==> src/hdl/dcd_ram.sv <==
module dcd_ram #(
  parameter int unsigned WIDTH = 8,
  parameter int unsigned DEPTH = 256,
  localparam int unsigned AW   = (DEPTH > 1) ? $clog2(DEPTH) : 1
) (
  input  logic             clk_i,
  input  logic             we_i,
  input  logic [AW-1:0]    waddr_i,
  input  logic [WIDTH-1:0] wdata_i,
  input  logic [AW-1:0]    raddr_i,
  output logic [WIDTH-1:0] rdata_o
);

  logic [WIDTH-1:0] mem [DEPTH];
  logic [WIDTH-1:0] rdata_q;

  always_ff @(posedge clk_i) begin
    if (we_i) begin
      mem[waddr_i] <= wdata_i;
    end
  end

  always_ff @(posedge clk_i) begin
    rdata_q <= mem[raddr_i];
  end

  assign rdata_o = rdata_q;

endmodule

==> config.mk <==
export PLATFORM = sky130hd
export DESIGN_NAME = dcd_ram
export DESIGN_NICKNAME = d
export VERILOG_FILES = /design/src/hdl/dcd_ram.sv
export SDC_FILE = /design/constraint.sdc
export NUM_CORES = 2
export LEC_CHECK = 0
export ABC_CLOCK_PERIOD_IN_PS = 2000
export BUFFER_PORTS_ARGS = -buffer_cell sky130_fd_sc_hd__buf_2
export CAP_MARGIN = 0
export CORE_MARGIN = 5
export CORE_UTILIZATION = 57
export CTS_BUF_LIST = sky130_fd_sc_hd__clkbuf_16
export CTS_CLUSTER_DIAMETER = 150
export CTS_CLUSTER_SIZE = 24
export DETAILED_ROUTE_END_ITERATION = 16
export GPL_TIMING_DRIVEN = 0
export PLACE_DENSITY = 0.74
export SLEW_MARGIN = 20
export SYNTH_ARGS = -nofsm -noshare
export SYNTH_HDL_FRONTEND = slang
export SYNTH_SLANG_ARGS = --single-unit
==> constraint.sdc <==
create_clock -name clk_i -period 2 [get_ports clk_i]
set_input_delay 0.1 -clock clk_i [delete_from_list [all_inputs] [get_ports clk_i]]
set_output_delay 0.1 -clock clk_i [all_outputs]
set_load 0.1 [all_outputs]
==> metrics.csv <==
stage,metric,value,unit
outcome,outcome,finished with violations,
outcome,failing checks,setup timing,
floorplanning,Placeable Area,0.139,mm²
detailed_routing,vias per cell,7.09,
synth,synthesized area per cell,21.3,µm²
synth,largest cells by area after synthesis,"edfxtp_1, mux4_2, mux2i_1, nor2_1, a22oi_1",
worst_setup_path,Critical Path Sink Type,flop,
floorplanning,Cell Rows,137,
synth,sequential fraction of the synthesis area,77.5,%
sta,final count of pins violating max slew,0,
cts,clock slew at reported path FFs,0.10,ns
global_routing,GRT Total Usage,30.7,%
power_and_ir_drop,Reg power frac,63.4,%
worst_setup_path,worst path buffer plus inverter count,0,
synth,mux share of post-synthesis cell area,14.6,%
power_and_ir_drop,Clock power frac,29.1,%
synth,Commonest cells post-synth,"edfxtp_1, mux4_2, nor2_1",
synth,largest family of logic cells by synthesized area,multiplexers,
sta,slack of the critical path,-0.519,ns
synth,Synth Register Bits,2056,
power_and_ir_drop,combinational share of power,7.6,%
synth,Synth Flop Type,edfxtp_1,
job,Max-Cap Viols,0,
floorplanning,Initial Util,57.2,%
sta,Fin Clk Skew,0.0419,ns
synth,Ys Warns,0,
detailed_routing,Final ANT Viol Nets,0,
final_layout,Area growth syn-to-layout,10.3,%
detailed_routing,DRC errors left,0,
detailed_routing,detailed-route via count,41300,
power_and_ir_drop,pwr/cell area,853,mW/mm²
sta,Final min period,2.52,ns
floorplanning,Die ar.,0.147,mm²
sta,RSZ-0062 raised after global routing,yes,
detailed_routing,Total Wirelength,226000,µm
worst_setup_path,Critical Path Start Type,flop,
synth,most frequent cell after synthesis,edfxtp_1,
sta,Setup Viol. Count Final,366,
synth,cell area after synthesis,0.0796,mm²
min_path,min-delay worst type,primary input to flop,
sta,Hold WS,0.106,ns
power_and_ir_drop,Sw Share,22.6,%
cts,clock root buffer,clkbuf_16,
worst_setup_path,Top delay family on crit path,compound AO/OA/AOI/OAI gates,
synth,dominant cell type by area after synthesis,edfxtp_1,
detailed_routing,routed length per instance,38.7,µm
synth,area share of the largest cell type after synthesis,77.3,%
detailed_routing,1st-pass router iterations,6,
global_routing,grt total ovfl,0,
sta,Slew @ Worst Pin,1.29,ns
worst_setup_path,CP required,2.59,ns
power_and_ir_drop,Design Power,74900,µW
worst_setup_path,Critical-path top delay cell,a22oi_2,
synth,Syn Nets,3759,
synth,distinct cell type count after synthesis,55,
worst_setup_path,"Largest stage delay, worst path",0.57,ns
cts,Clock Latency Late Sink,0.78,ns
power_and_ir_drop,VDD IR max,830,µV
worst_setup_path,worst endpoint data arrival time,3.10,ns
global_routing,vias in the first global route,39900,
synth,post-synthesis async set-or-reset flop share,0,%
cts,Sink Count,2056,
power_and_ir_drop,Leak,0.0265,µW
synth,post-synthesis xor/xnor area fraction,0,%
worst_setup_path,flop2flop setup slack,-0.52,ns
global_routing,initial antenna violation count,13,
sta,Fin. Hold Viols,0,
placement,dpl hpwl,152000,µm
power_and_ir_drop,Switch Pwr,16900,µW
floorplanning,Die Y-Extent,384,µm
final_layout,Final Net Count,3935,
placement,Port Buffers,26,
worst_setup_path,Setup Crit Path Kind,flop to flop,
worst_setup_path,worst-path fanout max,1,
synth,Cells after Synth,3733,
cts,number of CTS-inserted buffers,95,
sta,final period utilization,126,%
final_layout,share of layout cells above drive strength 1,28.1,%
placement,Final GP Congestion,0.982,
sta,achievable clock frequency,397,MHz
synth,"EDFF count, synth",2048,
sta,relative max-transition margin,13.9,%
synth,post-synthesis simple-gate area fraction,2.63,%
worst_setup_path,crit path cell chain,mux4_2 -> mux2_2 -> a211oi_2 -> a21oi_1 -> a22oi_2 -> nor4_4,
global_routing,global-route wire length before repair,311000,µm
synth,Synth Area in Compound Gates,3.42,%
synth,adder-cell share of the synthesized area,0,%
global_routing,largest net degree at the start of global routing,132,
cts,maximum root-to-sink buffer count,3,
cts,CTS tree,built,
floorplanning,die width,384,µm
sta,setup TNS,-24.05,ns
power_and_ir_drop,Pint,58000,µW
cts,htree depth,3,
floorplanning,io pins,34,
detailed_routing,Iter 0 DRT Violations,7144,
flip-flops by register name (all words and copies together), names as in the netlist:
register and flops:
mem 2048, rdata_o 8
power groups by stage:
stage               registers (µW)  logic (µW)  clock network, µW
CTS                          47400        5390              21700
detailed placement           48400        5120                  0
floorplan                    48700        2320                  0
global route                 47500        5750              23300
finish                       47500        5680              21800
global placement             48600        4860                  0
worst reg2reg max path: cells and delay by family (launching register included):
kind,cells,cell delay (ns)
mux,2,0.78
flops,1,0.38
compound gates,3,0.97
simple gates,1,0.18
cell usage in the layout, fill, tap and decap left out, types with 32 or more instances in the layout:
cell       Yosys  routed
a22oi_1      133     128
mux4_2       454     455
nand2_1       33      32
nor2_4         0      84
nor2_1       282     104
a21oi_1       96      82
clkbuf_16      0      96
clkbuf_1     111      32
clkbuf_2       0      55
nor2_2         0      94
o221ai_1      46      42
edfxtp_1    2048    2048
buf_2         31      45
buf_4         27      45
mux2i_1      134     134
cells by family after synthesis:
logic type | after synthesis
AND/OR/NAND/NOR | 466
AO/OA/AOI/OAI | 385
multiplexers | 591
flip-flops | 2056
buffers and inverters | 235
final cells by class:
| cell class | count | area (µm²) |
|---|---|---|
| antenna | 8 | 20.0 |
| clock inverter | 36 | 200 |
| sequential | 2056 | 61700 |
| multi-input combinational | 1442 | 18100 |
| timing repair buffer | 79 | 1230 |
| buffer | 233 | 1770 |
| inverter | 2 | 8.76 |
| tap | 1876 | 2350 |
| clock buffer | 96 | 2400 |
| fill | 9180 | 51400 |
timing repair:
item | CTS | global route
setup buffers | 6 | 2
hold buffers | 8 | 0
pin swaps | 15 | 24
endpoints found under the setup margin | 1123 | 1085
endpoints found under the hold margin | 524 | 0
resized for setup | 325 | 228
through the flow:
step	setup slack, ns	utilization, %	cell area (µm²)	instances
final	-0.519	63.0	87700	5828
after global routing	-0.425	63.0	87700	5821
after CTS	-0.380	62.5	86900	5818
after detailed placement	-2.52	59.7	83100	5672
after global placement	-2.91	59.0	82100	5635
after floorplan	0.00192	-	79600	3733
per-layer routing:
layer / wire length [µm] / GRT usage (%) / vias to the layer above
li1: - / - / 15900
met1: 76100 / 40.8 / 21400
met2: 102000 / 45.4 / 3329
met3: 33100 / 11.0 / 660
met4: 14900 / 15.8 / 8
met5: 100 / 0 / -
worst paths after layout:
path	start	to	depth (start not counted)
setup / recovery	mem[10][6]	rdata_o[6]	6
setup reg to reg	mem[10][6]	rdata_o[6]	6
hold reg to reg	mem[41][3]	rdata_o[3]	6
hold / removal	waddr_i[4]	mem[178][5]	3
Power figures use the tool's default switching activity.
