### src/hdl/dcd_pkg.sv
package dcd_pkg;

  localparam int unsigned VERTEX_COUNT_W   = 9;
  localparam int unsigned VERTEX_W         = 8;
  localparam int unsigned STATUS_W         = 2;
  localparam int unsigned DEF_MAX_VERTICES = 256;
  localparam int unsigned DEF_MAX_EDGES    = 1024;
  localparam logic [VERTEX_COUNT_W-1:0] VERTEX_COUNT_RESET = 9'd256;

  typedef enum logic [STATUS_W-1:0] {
    STATUS_OK       = 2'd0,
    STATUS_OVERFLOW = 2'd1,
    STATUS_RANGE    = 2'd2
  } status_e;

  typedef enum logic [1:0] {
    COLOR_UNVISITED = 2'd0,
    COLOR_ON_STACK  = 2'd1,
    COLOR_DONE      = 2'd2
  } color_e;

endpackage

### src/hdl/dcd_edge_if.sv
interface dcd_edge_if;
  logic                          valid;
  logic                          ready;
  logic [dcd_pkg::VERTEX_W-1:0]  src_vertex;
  logic [dcd_pkg::VERTEX_W-1:0]  dst_vertex;
  logic                          last_edge;

  modport source (output valid, src_vertex, dst_vertex, last_edge, input ready);
  modport sink   (input valid, src_vertex, dst_vertex, last_edge, output ready);
endinterface

### src/hdl/dcd_result_if.sv
interface dcd_result_if;
  logic                          valid;
  logic                          ready;
  logic                          has_cycle;
  logic [dcd_pkg::STATUS_W-1:0]  status;

  modport source (output valid, has_cycle, status, input ready);
  modport sink   (input valid, has_cycle, status, output ready);
endinterface

### src/hdl/dcd_ctrl.sv
module dcd_ctrl #(
  parameter int unsigned MAX_VERTICES = dcd_pkg::DEF_MAX_VERTICES,
  parameter int unsigned MAX_EDGES    = dcd_pkg::DEF_MAX_EDGES,
  localparam int unsigned VW  = $clog2(MAX_VERTICES),
  localparam int unsigned CW  = $clog2(MAX_VERTICES + 1),
  localparam int unsigned EW  = $clog2(MAX_EDGES + 1),
  localparam int unsigned EAW = (MAX_EDGES > 1) ? $clog2(MAX_EDGES) : 1
) (
  input  logic              clk_i,
  input  logic              rst_ni,
  input  logic [CW-1:0]     vcount_i,
  dcd_edge_if.sink          edge_i,
  dcd_result_if.source      result_o,
  output logic              head_we_o,
  output logic [VW-1:0]     head_waddr_o,
  output logic [EW-1:0]     head_wdata_o,
  output logic [VW-1:0]     head_raddr_o,
  input  logic [EW-1:0]     head_rdata_i,
  output logic              color_we_o,
  output logic [VW-1:0]     color_waddr_o,
  output logic [1:0]        color_wdata_o,
  output logic [VW-1:0]     color_raddr_o,
  input  logic [1:0]        color_rdata_i,
  output logic              edge_we_o,
  output logic [EAW-1:0]    edge_waddr_o,
  output logic [EW+VW-1:0]  edge_wdata_o,
  output logic [EAW-1:0]    edge_raddr_o,
  input  logic [EW+VW-1:0]  edge_rdata_i,
  output logic              stack_we_o,
  output logic [VW-1:0]     stack_waddr_o,
  output logic [VW+EW-1:0]  stack_wdata_o,
  output logic [VW-1:0]     stack_raddr_o,
  input  logic [VW+EW-1:0]  stack_rdata_i
);
  import dcd_pkg::*;

  localparam int unsigned NW = (CW > VERTEX_COUNT_W) ? CW : VERTEX_COUNT_W;
  localparam logic [EW-1:0] EDGE_NULL = EW'(MAX_EDGES);
  localparam logic [CW-1:0] VMAX      = CW'(MAX_VERTICES);
  localparam logic [CW-1:0] VLAST     = CW'(MAX_VERTICES - 1);

  localparam logic [3:0] ST_CLEAR    = 4'd0;
  localparam logic [3:0] ST_LOAD     = 4'd1;
  localparam logic [3:0] ST_WAIT     = 4'd2;
  localparam logic [3:0] ST_ROOT     = 4'd3;
  localparam logic [3:0] ST_ROOT_CHK = 4'd4;
  localparam logic [3:0] ST_STEP     = 4'd5;
  localparam logic [3:0] ST_POP      = 4'd6;
  localparam logic [3:0] ST_EDGE     = 4'd7;
  localparam logic [3:0] ST_TGT      = 4'd8;
  localparam logic [3:0] ST_FINISH   = 4'd9;

  logic [3:0]    state_q, state_d;
  logic [CW-1:0] clr_q, clr_d;
  logic [EW-1:0] stored_q, stored_d;
  status_e       err_q, err_d;
  logic [CW-1:0] n_q, n_d;
  logic [CW-1:0] root_q, root_d;
  logic [CW-1:0] depth_q, depth_d;
  logic [VW-1:0] top_v_q, top_v_d;
  logic [EW-1:0] top_cur_q, top_cur_d;
  logic [VW-1:0] tgt_q, tgt_d;
  logic          cyc_q, cyc_d;

  logic          ld_v_q, ld_v_d;
  logic [VW-1:0] ld_src_q, ld_src_d;
  logic [VW-1:0] ld_dst_q, ld_dst_d;
  logic [EW-1:0] ld_idx_q, ld_idx_d;
  logic          fwd_v_q, fwd_v_d;
  logic [EW-1:0] fwd_idx_q, fwd_idx_d;

  logic          out_v_q, out_v_d;
  logic          out_cyc_q, out_cyc_d;
  status_e       out_st_q, out_st_d;

  logic          acc;
  logic          range_ok;
  logic          full;
  logic [NW-1:0] src_ext, dst_ext, n_ext;
  logic [VW-1:0] src_idx, dst_idx;
  logic [CW-1:0] depth_m1, depth_m2;
  logic [EW-1:0] edge_next;
  logic [VW-1:0] edge_tgt;
  color_e        color_rd;

  assign edge_i.ready = (state_q == ST_LOAD);
  assign acc          = edge_i.valid && edge_i.ready;

  assign src_ext  = NW'(edge_i.src_vertex);
  assign dst_ext  = NW'(edge_i.dst_vertex);
  assign n_ext    = NW'(vcount_i);
  assign src_idx  = src_ext[VW-1:0];
  assign dst_idx  = dst_ext[VW-1:0];
  assign range_ok = (src_ext < n_ext) && (dst_ext < n_ext);
  assign full     = (stored_q >= EDGE_NULL);

  assign depth_m1  = depth_q - CW'(1);
  assign depth_m2  = depth_q - CW'(2);
  assign edge_next = edge_rdata_i[EW+VW-1:VW];
  assign edge_tgt  = edge_rdata_i[VW-1:0];
  assign color_rd  = color_e'(color_rdata_i);

  assign result_o.valid     = out_v_q;
  assign result_o.has_cycle = out_cyc_q;
  assign result_o.status    = out_st_q;

  always_comb begin
    state_d   = state_q;
    clr_d     = clr_q;
    stored_d  = stored_q;
    err_d     = err_q;
    n_d       = n_q;
    root_d    = root_q;
    depth_d   = depth_q;
    top_v_d   = top_v_q;
    top_cur_d = top_cur_q;
    tgt_d     = tgt_q;
    cyc_d     = cyc_q;
    ld_v_d    = 1'b0;
    ld_src_d  = ld_src_q;
    ld_dst_d  = ld_dst_q;
    ld_idx_d  = ld_idx_q;
    fwd_v_d   = fwd_v_q;
    fwd_idx_d = fwd_idx_q;
    out_v_d   = out_v_q && !result_o.ready;
    out_cyc_d = out_cyc_q;
    out_st_d  = out_st_q;

    head_we_o     = 1'b0;
    head_waddr_o  = ld_src_q;
    head_wdata_o  = ld_idx_q;
    head_raddr_o  = src_idx;
    color_we_o    = 1'b0;
    color_waddr_o = top_v_q;
    color_wdata_o = COLOR_DONE;
    color_raddr_o = src_idx;
    edge_we_o     = ld_v_q;
    edge_waddr_o  = ld_idx_q[EAW-1:0];
    edge_wdata_o  = {(fwd_v_q ? fwd_idx_q : head_rdata_i), ld_dst_q};
    edge_raddr_o  = top_cur_q[EAW-1:0];
    stack_we_o    = 1'b0;
    stack_waddr_o = depth_m1[VW-1:0];
    stack_wdata_o = {top_v_q, top_cur_q};
    stack_raddr_o = depth_m2[VW-1:0];

    // pending edge from the load stage links into its list
    if (ld_v_q) begin
      head_we_o = 1'b1;
    end

    unique case (state_q)
      ST_CLEAR: begin
        head_we_o     = 1'b1;
        head_waddr_o  = clr_q[VW-1:0];
        head_wdata_o  = EDGE_NULL;
        color_we_o    = 1'b1;
        color_waddr_o = clr_q[VW-1:0];
        color_wdata_o = COLOR_UNVISITED;
        clr_d         = clr_q + CW'(1);
        if (clr_q == VLAST) begin
          clr_d    = '0;
          stored_d = '0;
          err_d    = STATUS_OK;
          state_d  = ST_LOAD;
        end
      end
      ST_LOAD: begin
        if (acc) begin
          priority if (!range_ok) begin
            if (err_q == STATUS_OK) err_d = STATUS_RANGE;
          end else if (full) begin
            if (err_q == STATUS_OK) err_d = STATUS_OVERFLOW;
          end else begin
            ld_v_d    = 1'b1;
            ld_src_d  = src_idx;
            ld_dst_d  = dst_idx;
            ld_idx_d  = stored_q;
            stored_d  = stored_q + EW'(1);
            fwd_v_d   = ld_v_q && (ld_src_q == src_idx);
            fwd_idx_d = ld_idx_q;
          end
          if (edge_i.last_edge) begin
            n_d     = vcount_i;
            state_d = ST_WAIT;
          end
        end
      end
      ST_WAIT: begin
        root_d = '0;
        cyc_d  = 1'b0;
        if (err_q != STATUS_OK) begin
          state_d = ST_FINISH;
        end else begin
          state_d = ST_ROOT;
        end
      end
      ST_ROOT: begin
        head_raddr_o  = root_q[VW-1:0];
        color_raddr_o = root_q[VW-1:0];
        if (root_q == n_q) begin
          cyc_d   = 1'b0;
          state_d = ST_FINISH;
        end else begin
          state_d = ST_ROOT_CHK;
        end
      end
      ST_ROOT_CHK: begin
        if (color_rd != COLOR_UNVISITED) begin
          root_d  = root_q + CW'(1);
          state_d = ST_ROOT;
        end else begin
          color_we_o    = 1'b1;
          color_waddr_o = root_q[VW-1:0];
          color_wdata_o = COLOR_ON_STACK;
          top_v_d       = root_q[VW-1:0];
          top_cur_d     = head_rdata_i;
          depth_d       = CW'(1);
          state_d       = ST_STEP;
        end
      end
      ST_STEP: begin
        if (top_cur_q >= EDGE_NULL) begin
          color_we_o    = 1'b1;
          color_waddr_o = top_v_q;
          color_wdata_o = COLOR_DONE;
          depth_d       = depth_m1;
          if (depth_q == CW'(1)) begin
            root_d  = root_q + CW'(1);
            state_d = ST_ROOT;
          end else begin
            state_d = ST_POP;
          end
        end else begin
          state_d = ST_EDGE;
        end
      end
      ST_POP: begin
        top_v_d   = stack_rdata_i[VW+EW-1:EW];
        top_cur_d = stack_rdata_i[EW-1:0];
        state_d   = ST_STEP;
      end
      ST_EDGE: begin
        top_cur_d     = edge_next;
        tgt_d         = edge_tgt;
        head_raddr_o  = edge_tgt;
        color_raddr_o = edge_tgt;
        state_d       = ST_TGT;
      end
      ST_TGT: begin
        state_d = ST_STEP;
        unique case (color_rd)
          COLOR_UNVISITED: begin
            if (depth_q < VMAX) begin
              stack_we_o    = 1'b1;
              color_we_o    = 1'b1;
              color_waddr_o = tgt_q;
              color_wdata_o = COLOR_ON_STACK;
              top_v_d       = tgt_q;
              top_cur_d     = head_rdata_i;
              depth_d       = depth_q + CW'(1);
            end
          end
          COLOR_ON_STACK: begin
            cyc_d   = 1'b1;
            state_d = ST_FINISH;
          end
          default: begin
          end
        endcase
      end
      ST_FINISH: begin
        if (!out_v_q) begin
          out_v_d   = 1'b1;
          out_cyc_d = cyc_q;
          out_st_d  = err_q;
          clr_d     = '0;
          state_d   = ST_CLEAR;
        end
      end
      default: begin
        clr_d   = '0;
        state_d = ST_CLEAR;
      end
    endcase
  end

  always_ff @(posedge clk_i or negedge rst_ni) begin
    if (!rst_ni) begin
      state_q  <= ST_CLEAR;
      clr_q    <= '0;
      stored_q <= '0;
      err_q    <= STATUS_OK;
      depth_q  <= '0;
      ld_v_q   <= 1'b0;
      fwd_v_q  <= 1'b0;
      out_v_q  <= 1'b0;
    end else begin
      state_q  <= state_d;
      clr_q    <= clr_d;
      stored_q <= stored_d;
      err_q    <= err_d;
      depth_q  <= depth_d;
      ld_v_q   <= ld_v_d;
      fwd_v_q  <= fwd_v_d;
      out_v_q  <= out_v_d;
    end
  end

  always_ff @(posedge clk_i) begin
    n_q       <= n_d;
    root_q    <= root_d;
    top_v_q   <= top_v_d;
    top_cur_q <= top_cur_d;
    tgt_q     <= tgt_d;
    cyc_q     <= cyc_d;
    ld_src_q  <= ld_src_d;
    ld_dst_q  <= ld_dst_d;
    ld_idx_q  <= ld_idx_d;
    fwd_idx_q <= fwd_idx_d;
    out_cyc_q <= out_cyc_d;
    out_st_q  <= out_st_d;
  end

  a_load_write_window: assert property (@(posedge clk_i) disable iff (!rst_ni)
    ld_v_q |-> (state_q == ST_LOAD || state_q == ST_WAIT))
    else $error("edge store write outside loading");

  a_depth_bound: assert property (@(posedge clk_i) disable iff (!rst_ni)
    depth_q <= VMAX)
    else $error("walk stack depth beyond vertex count");

  a_stored_bound: assert property (@(posedge clk_i) disable iff (!rst_ni)
    stored_q <= EDGE_NULL)
    else $error("edge count beyond store size");

  a_last_stops_input: assert property (@(posedge clk_i) disable iff (!rst_ni)
    (acc && edge_i.last_edge) |=> !edge_i.ready)
    else $error("item taken after the last edge");

  a_result_loaded: assert property (@(posedge clk_i) disable iff (!rst_ni)
    (state_q == ST_FINISH && !out_v_q) |=> (out_v_q && state_q == ST_CLEAR))
    else $error("result not registered at end of search");

endmodule

### src/flat_wrapper.sv
// flat-port wrapper written by rule: the top's interface ports become plain ports
module dcd_ctrl_flat import dcd_pkg::*;
#(
  parameter int unsigned MAX_VERTICES = dcd_pkg::DEF_MAX_VERTICES,
  parameter int unsigned MAX_EDGES    = dcd_pkg::DEF_MAX_EDGES,
  localparam int unsigned VW  = $clog2(MAX_VERTICES),
  localparam int unsigned CW  = $clog2(MAX_VERTICES + 1),
  localparam int unsigned EW  = $clog2(MAX_EDGES + 1),
  localparam int unsigned EAW = (MAX_EDGES > 1) ? $clog2(MAX_EDGES) : 1
)
  (clk_i, rst_ni, vcount_i, head_we_o, head_waddr_o, head_wdata_o, head_raddr_o, head_rdata_i, color_we_o, color_waddr_o, color_wdata_o, color_raddr_o, color_rdata_i, edge_we_o, edge_waddr_o, edge_wdata_o, edge_raddr_o, edge_rdata_i, stack_we_o, stack_waddr_o, stack_wdata_o, stack_raddr_o, stack_rdata_i, edge_i_valid, edge_i_src_vertex, edge_i_dst_vertex, edge_i_last_edge, edge_i_ready, result_o_valid, result_o_has_cycle, result_o_status, result_o_ready);
  dcd_edge_if edge_i_i ();
  dcd_result_if result_o_i ();
  input  logic clk_i;
  input  logic rst_ni;
  input  logic [CW-1:0] vcount_i;
  output logic head_we_o;
  output logic [VW-1:0] head_waddr_o;
  output logic [EW-1:0] head_wdata_o;
  output logic [VW-1:0] head_raddr_o;
  input  logic [EW-1:0] head_rdata_i;
  output logic color_we_o;
  output logic [VW-1:0] color_waddr_o;
  output logic [1:0] color_wdata_o;
  output logic [VW-1:0] color_raddr_o;
  input  logic [1:0] color_rdata_i;
  output logic edge_we_o;
  output logic [EAW-1:0] edge_waddr_o;
  output logic [EW+VW-1:0] edge_wdata_o;
  output logic [EAW-1:0] edge_raddr_o;
  input  logic [EW+VW-1:0] edge_rdata_i;
  output logic stack_we_o;
  output logic [VW-1:0] stack_waddr_o;
  output logic [VW+EW-1:0] stack_wdata_o;
  output logic [VW-1:0] stack_raddr_o;
  input  logic [VW+EW-1:0] stack_rdata_i;
  input wire logic [$bits(edge_i_i.valid)-1:0] edge_i_valid;
  input wire logic [$bits(edge_i_i.src_vertex)-1:0] edge_i_src_vertex;
  input wire logic [$bits(edge_i_i.dst_vertex)-1:0] edge_i_dst_vertex;
  input wire logic [$bits(edge_i_i.last_edge)-1:0] edge_i_last_edge;
  output wire logic [$bits(edge_i_i.ready)-1:0] edge_i_ready;
  output wire logic [$bits(result_o_i.valid)-1:0] result_o_valid;
  output wire logic [$bits(result_o_i.has_cycle)-1:0] result_o_has_cycle;
  output wire logic [$bits(result_o_i.status)-1:0] result_o_status;
  input wire logic [$bits(result_o_i.ready)-1:0] result_o_ready;
  assign edge_i_i.valid = edge_i_valid;
  assign edge_i_i.src_vertex = edge_i_src_vertex;
  assign edge_i_i.dst_vertex = edge_i_dst_vertex;
  assign edge_i_i.last_edge = edge_i_last_edge;
  assign edge_i_ready = edge_i_i.ready;
  assign result_o_valid = result_o_i.valid;
  assign result_o_has_cycle = result_o_i.has_cycle;
  assign result_o_status = result_o_i.status;
  assign result_o_i.ready = result_o_ready;
  dcd_ctrl #(.MAX_VERTICES(MAX_VERTICES), .MAX_EDGES(MAX_EDGES)) u_core (.clk_i(clk_i), .rst_ni(rst_ni), .vcount_i(vcount_i), .edge_i(edge_i_i), .result_o(result_o_i), .head_we_o(head_we_o), .head_waddr_o(head_waddr_o), .head_wdata_o(head_wdata_o), .head_raddr_o(head_raddr_o), .head_rdata_i(head_rdata_i), .color_we_o(color_we_o), .color_waddr_o(color_waddr_o), .color_wdata_o(color_wdata_o), .color_raddr_o(color_raddr_o), .color_rdata_i(color_rdata_i), .edge_we_o(edge_we_o), .edge_waddr_o(edge_waddr_o), .edge_wdata_o(edge_wdata_o), .edge_raddr_o(edge_raddr_o), .edge_rdata_i(edge_rdata_i), .stack_we_o(stack_we_o), .stack_waddr_o(stack_waddr_o), .stack_wdata_o(stack_wdata_o), .stack_raddr_o(stack_raddr_o), .stack_rdata_i(stack_rdata_i));
endmodule
### config.mk
export PLATFORM = sky130hd
export DESIGN_NAME = dcd_ctrl_flat
export DESIGN_NICKNAME = d
export VERILOG_FILES = /design/src/hdl/dcd_pkg.sv /design/src/hdl/dcd_edge_if.sv /design/src/hdl/dcd_result_if.sv /design/src/hdl/dcd_ctrl.sv /design/src/flat_wrapper.sv
export SDC_FILE = /design/constraint.sdc
export NUM_CORES = 1
export LEC_CHECK = 0
export BUFFER_PORTS_ARGS = -buffer_cell sky130_fd_sc_hd__clkbuf_2
export CORE_MARGIN = 2
export CORE_UTILIZATION = 45
export DETAILED_ROUTE_END_ITERATION = 16
export PLACE_DENSITY = 0.77
export RECOVER_POWER = 25
export SYNTH_ARGS = -nofsm -noshare
export SYNTH_HDL_FRONTEND = slang
export SYNTH_SLANG_ARGS = --single-unit
### constraint.sdc
create_clock -name clk_i -period 5.1 [get_ports clk_i]
set_input_delay 1.02 -clock clk_i [delete_from_list [all_inputs] [get_ports clk_i]]
set_output_delay 1.02 -clock clk_i [all_outputs]
set_load 0.03 [all_outputs]
==> results.toml, run 1 <==
[layout]
multi_input_area_mm2 = 0.00317
final_cell_area_mm2 = 0.00879
regArea_mm2 = 0.00356
fillers = 1403
nets = 964
drive_above_1_share_pct = 28.5
n_antenna_cell = 0
area_growth_pct = 21.5

[setup_path]
worst_path_max_delay_cell = "nor3_2"
slowest_delay_ns = 0.65
worst_setup_path_end_kind = "output port"
timing.critical_path.cells = "nor2_1 -> nand3_1 -> nor3_2 -> a22oi_1 -> nand3_1 -> clkbuf_2"
worst_reg2reg_startpoint = "u_core.state_q[3]$_DFFE_PN0P_"
rr_worst_depth = 7
critical_path.most_common_cell = "nand3_1"
path_type_of_the_worst_setup_path = "flop to output port"
critical_path.endpoint = "color_waddr_o[0]"
timing.critical_path.fanout_max = 12
timing.critical_path.required_ns = 4.08
worstPathArrival_ns = 2.68
worst_setup_path_start_kind = "flop"
regToRegSetupSlack_ns = 1.71
timing.rr.end = "u_core.fwd_v_q$_DFFE_PN0P_"
startpoint = "u_core.state_q[1]$_DFFE_PN0P_"

[synthesis]
yosys.area.top_type = "edfxtp_1"
synth_nets = 795
netlist-cell-type-count = 76
register_bit_count_reported_by_yosys = 125
cell_area_after_synthesis_mm2 = 0.00724
synth.avg_cell_area_um2 = 10.5
synth_top_area_cells = "edfxtp_1 (36%), dfrtp_1 (13%), nand2_1 (4.0%)"
synthArstFlopShare_pct = 30.4
number_of_enable_type_register_cells_in_the_synthesized_netlist = 87
syn_inst = 691
synth.yosys.seq_area_share_pct = 49.2
netlist.area_leader.share_pct = 36.1
most_frequently_used_flop_master_after_synthesis = "edfxtp_1"
synth.yosys.warnings = 0

[global_routing]
grt_first_pass_wirelength_mm = 29.5
first_global_vias = 5349
grt_antenna_before_repair = 0
globalRoute.totalOverflow = 0
grtUsageTotal_pct = 22.8
grt_max_degree = 41

[clock_network]
cts_root_buffer = "clkbuf_16"
htree_num_levels = 4
tritoncts = "yes"
worst_skew_pair.late_latency_ns = 0.42
cts_hold_buffers = 0
clk_transition_reported_paths_ns = 0.06
cts_buffer_depth = 2
post_cts.resized_instances = 0
clkSinkCount = 125
tritoncts.num_buffers = 17
post_cts_buffers = 0

[placed_design]
placedInstanceArea_mm2 = 0.00822
dp.final_hpwl_mm = 14.8
gp_congestion = 0.863
io_buffers = 208

[die]
placeableCoreArea_mm2 = 0.0158
dieWidth_um = 131
design.die.area_mm2 = 0.0171
die_height_um = 131
initial_core_util_pct = 45.7
std_cell_rows = 46
pin_count = 209

[sta]
clock.fmax_mhz = 270
totalNegativeSetupSlack_ns = 0
slew_headroom_pct = -46.0
hold_viol = 0
clock-skew-final_ns = 0.00652
tightestPinTransition_ns = 2.19
setup_viol_count_final = 0
post-route-period-util_pct = 72.6
rsz0062_at_grt = "false"
timing.final.crit_period_ns = 3.70
finalMaxSlewViolations = 39

[drt]
vias = 6015
vias_per_cell = 5.52
wire_length_after_detailed_routing_mm = 19.7
drt-initial-drc-count = 528
wl_per_cell_um = 18.1
route.antenna.remaining_nets = 0
drt_pass1_iterations = 7
route.detailed.drc = 0

[pwr]
total_power_mw = 2.45
leakage_nw = 3.77
pwr_density_cell_mw_per_mm2 = 279
worst_ir_drop_vdd_mv = 0.235

[outcome]
outcome = "complete, but fails checks"
failed_checks = "capacitance limit, slew limit"

[hold_path]
hold_path_class = "flop to flop"

[run]
maxCapViolCount = 1
## how the worst min path moves through the flow
stage,startpoint,to,depth (start not counted)
after floorplan,u_core.cyc_q$_DFFE_PP_,u_core.result_o.has_cycle$_DFFE_PP_,0
after global placement,u_core.cyc_q$_DFFE_PP_,u_core.result_o.has_cycle$_DFFE_PP_,0
after detailed placement,u_core.cyc_q$_DFFE_PP_,u_core.result_o.has_cycle$_DFFE_PP_,0
after CTS,u_core.cyc_q$_DFFE_PP_,u_core.result_o.has_cycle$_DFFE_PP_,0
after global routing,u_core.cyc_q$_DFFE_PP_,u_core.result_o.has_cycle$_DFFE_PP_,0
final,u_core.cyc_q$_DFFE_PP_,u_core.result_o.has_cycle$_DFFE_PP_,0
## through the flow
stage | setup WS [ns] | cells | utilization [%] | hold WS (ns)
6_report | 1.40 | 1089 | 55.5 | 0.423
5_1_grt | 1.19 | 1089 | 55.5 | 0.428
4_1_cts | 1.41 | 1089 | 55.8 | 0.419
3_5_place_dp | 1.26 | 1057 | 51.9 | 0.405
3_3_place_gp | 1.37 | 1057 | 51.9 | 0.403
2_1_floorplan | 1.50 | 691 | - | 0.400
## logic make-up after synthesis
| family | synth area share [%] |
|---|---|
| XOR/XNOR | 4.24 |
| flip-flops | 49.2 |
| multiplexers | 5.33 |
| adder cells (fa/ha/maj) | 3.98 |
| AND/OR/NAND/NOR | 16.9 |
| AO/OA/AOI/OAI | 13.3 |
| buffers and inverters | 7.11 |
## where the power goes
group	internal, mW	switching (mW)
Sequential	1.08	0
Clock	0.780	0.453
Combinational	0.0514	0.0864
Total	1.91	0.539
## worst max-delay path, delay by kind of cell, from the launching register on
family                 cells  cell delay (ns)
AOI/OAI and AO/OA          1             0.22
buffers and inverters      1             0.21
DFF                        1             0.54
and+or+nand+nor            4             1.29
## area by class of cell
type                       count  area share (%)
sequential                   125            40.5
multi-input combinational    467            36.0
timing repair buffer         215            12.0
clock buffer                  18            5.00
tap                          216            3.07
clock inverter                14            1.92
inverter                      34            1.47
## sequential cells by signal, summed over array words and instances, names as in the netlist, 9 cells and up
signal / cells
u_core.ld_idx_q: 11
u_core.top_cur_q: 11
u_core.clr_q: 9
u_core.n_q: 9
u_core.fwd_idx_q: 11
u_core.depth_q: 9
u_core.stored_q: 11
u_core.root_q: 9
## layer usage
layer	routed length (um)	vias up	part of all wire (%)	global-route usage, %
met4	291	0	1.5	5.82
met1	8420	2907	43	30.5
met2	9840	221	50	37.5
met5	0	-	0	0
li1	-	2857	-	-
met3	1190	30	6.0	5.70
## cell usage after synthesis (12+ instances only)
| cell | n |
|---|---|
| a21oi_1 | 27 |
| a31oi_1 | 18 |
| and3_1 | 12 |
| buf_4 | 30 |
| clkbuf_1 | 25 |
| dfrtp_1 | 38 |
| edfxtp_1 | 87 |
| ha_1 | 23 |
| inv_1 | 29 |
| mux2i_1 | 25 |
| nand2_1 | 77 |
| nand2b_1 | 15 |
| nand3_1 | 26 |
| nor2_1 | 32 |
| nor2b_1 | 12 |
| o21ai_0 | 13 |
| o21ai_1 | 26 |
| xnor2_1 | 15 |
| xor2_1 | 20 |
## layout by cell type (no fill, tap or decap), types with 17 or more instances in the layout
| cell | count |
|---|---|
| edfxtp_1 | 87 |
| xor2_1 | 20 |
| nand2_1 | 77 |
| nand3_1 | 26 |
| a31oi_1 | 18 |
| clkbuf_16 | 17 |
| nor2_1 | 32 |
| ha_1 | 23 |
| clkbuf_2 | 178 |
| mux2i_1 | 25 |
| clkbuf_1 | 30 |
| o21ai_1 | 26 |
| inv_1 | 29 |
| a21oi_1 | 27 |
| dfrtp_1 | 38 |
(Power assumes the default switching activity.)
==> inputs of run 2 (changes only) <==
==> constraint.sdc (replaced) <==
create_clock -name clk_i -period 3.8 [get_ports clk_i]
set_input_delay 0.76 -clock clk_i [delete_from_list [all_inputs] [get_ports clk_i]]
set_output_delay 0.76 -clock clk_i [all_outputs]
set_load 0.03 [all_outputs]
==> results.toml, run 2 (same netlist as run 1, synthesis figures left out) <==
[sta]
clock-skew-final_ns = 0.00649
rsz0062_at_grt = "false"
hold_viol = 0
finalMaxSlewViolations = 39
timing.final.crit_period_ns = 3.31
tightestPinTransition_ns = 2.18
totalNegativeSetupSlack_ns = 0
slew_headroom_pct = -45.3
clock.fmax_mhz = 302
post-route-period-util_pct = 87.1
setup_viol_count_final = 0

[pwr]
pwr_density_cell_mw_per_mm2 = 373
leakage_nw = 3.80
worst_ir_drop_vdd_mv = 0.312

[clock_network]
htree_num_levels = 4
post_cts.resized_instances = 0
tritoncts = "yes"
clkSinkCount = 125
worst_skew_pair.late_latency_ns = 0.43
clk_transition_reported_paths_ns = 0.06
cts_hold_buffers = 0
cts_buffer_depth = 2
post_cts_buffers = 0
tritoncts.num_buffers = 17
cts_root_buffer = "clkbuf_16"

[drt]
routed-wl-met2_mm = 9.71
vias = 5987
vias_per_cell = 5.47
route.antenna.remaining_nets = 0
dr_wl_met3_mm = 1.08
drt-initial-drc-count = 586
drt_pass1_iterations = 6
route.detailed.drc = 0
wire_length_after_detailed_routing_mm = 19.7
drt-met1-wl_mm = 8.31
top_layer = "met4"
wl_per_cell_um = 17.9

[setup_path]
path_type_of_the_worst_setup_path = "flop to output port"
regToRegSetupSlack_ns = 0.92
worstPathArrival_ns = 2.55
timing.rr.end = "u_core.fwd_idx_q[10]$_DFFE_PP_"
worst_setup_path_start_kind = "flop"
timing.critical_path.required_ns = 3.04
worst_setup_path_end_kind = "output port"
rr_worst_depth = 9
worst_reg2reg_startpoint = "u_core.state_q[3]$_DFFE_PN0P_"
timing.critical_path.fanout_max = 16

[hold_path]
hold_path_class = "flop to flop"
min_delay_src = "u_core.cyc_q$_DFFE_PP_"
hold_path_stages = 0
timing.hold.worst_endpoint = "u_core.result_o.has_cycle$_DFFE_PP_"

[placed_design]
placedInstanceArea_mm2 = 0.00828
io_buffers = 208
dp.final_hpwl_mm = 14.9
gp_congestion = 0.874

[layout]
n_antenna_cell = 0
nets = 970
mostFrequentLayoutCells = "clkbuf_2 (175), edfxtp_1 (87), nand2_1 (77), dfrtp_1 (38), clkbuf_1 (33)"
final_cell_area_mm2 = 0.00884
drive_above_1_share_pct = 28.6
area_growth_pct = 22.1
final_common_cell = "clkbuf_2"

[die]
std_cell_rows = 46
placeableCoreArea_mm2 = 0.0158
pin_count = 209
design.die.area_mm2 = 0.0171
initial_core_util_pct = 45.7
dieWidth_um = 131
die_height_um = 131

[run]
maxCapViolCount = 1

[outcome]
failed_checks = "capacitance limit, slew limit"
outcome = "complete, but fails checks"

[global_routing]
grtUsageTotal_pct = 22.6
globalRoute.totalOverflow = 0
grt_antenna_before_repair = 0
first_global_vias = 5499
grt_max_degree = 39
grt_first_pass_wirelength_mm = 29.1
-- run 2: cell types whose count changed in the layout (fill, tap and decap cells not counted), sizes merged --
| cell | previous run | this run |
|---|---|---|
| buf | 7 | 14 |
| clkinv | 7 | 9 |
| inv | 34 | 33 |
| clkinvlp | 4 | 1 |
| clkbuf | 226 | 227 |
-- run 2: metal layers --
metal / GRT usage (%) / vias to the layer above
met1: 29.2 / 2868
met3: 4.93 / 39
li1: - / 2854
met4: 9.76 / 0
met5: 0 / -
met2: 36.9 / 226
-- run 2: cell type report --
cell class / count / area, um^2
clock inverter: 12 / 144
multi-input combinational: 467 / 3170
sequential: 125 / 3560
inverter: 34 / 129
clock buffer: 20 / 457
tap: 216 / 270
fill: 1403 / 6990
timing repair buffer: 221 / 1110
-- run 2: per-stage QoR --
step                power [mW]  std cells  worst slack, ns  hold WS, ns  util (%)
finish                    3.29       1095            0.490        0.432      55.8
floorplan                 1.58        691            0.495        0.400         -
detailed placement        1.67       1063            0.458        0.423      52.3
global route              3.37       1095            0.345        0.431      55.8
global placement          1.67       1063            0.495        0.402      52.3
CTS                       3.31       1095            0.522        0.434      56.1
-- run 2: critical path, stage by stage (launching register included) --
cell,delay [ns]
dfrtp_1,0.59
buf_4,0.34
nor3_1,0.09
o21ai_1,0.55
nand2_1,0.15
nand3_1,0.16
clkbuf_2,0.23
-- run 2: worst max path at each step --
stage | from | to | depth (start not counted)
after floorplan | color_rdata_i[1] | u_core.root_q[0]$_SDFFCE_PN0P_ | 4
after global placement | vcount_i[7] | u_core.fwd_idx_q[3]$_DFFE_PP_ | 10
after detailed placement | vcount_i[7] | u_core.fwd_idx_q[7]$_DFFE_PP_ | 10
after CTS | u_core.state_q[2]$_DFFE_PN0P_ | color_waddr_o[0] | 6
after global routing | u_core.state_q[2]$_DFFE_PN0P_ | color_waddr_o[0] | 6
final | u_core.state_q[2]$_DFFE_PN0P_ | color_waddr_o[0] | 6
-- run 2: power breakdown --
group	switching (mW)	leakage, nW	internal (mW)
Clock	0.598	0.297	1.06
Combinational	0.116	2.22	0.0687
Sequential	0	1.29	1.45
Total	0.714	3.80	2.58
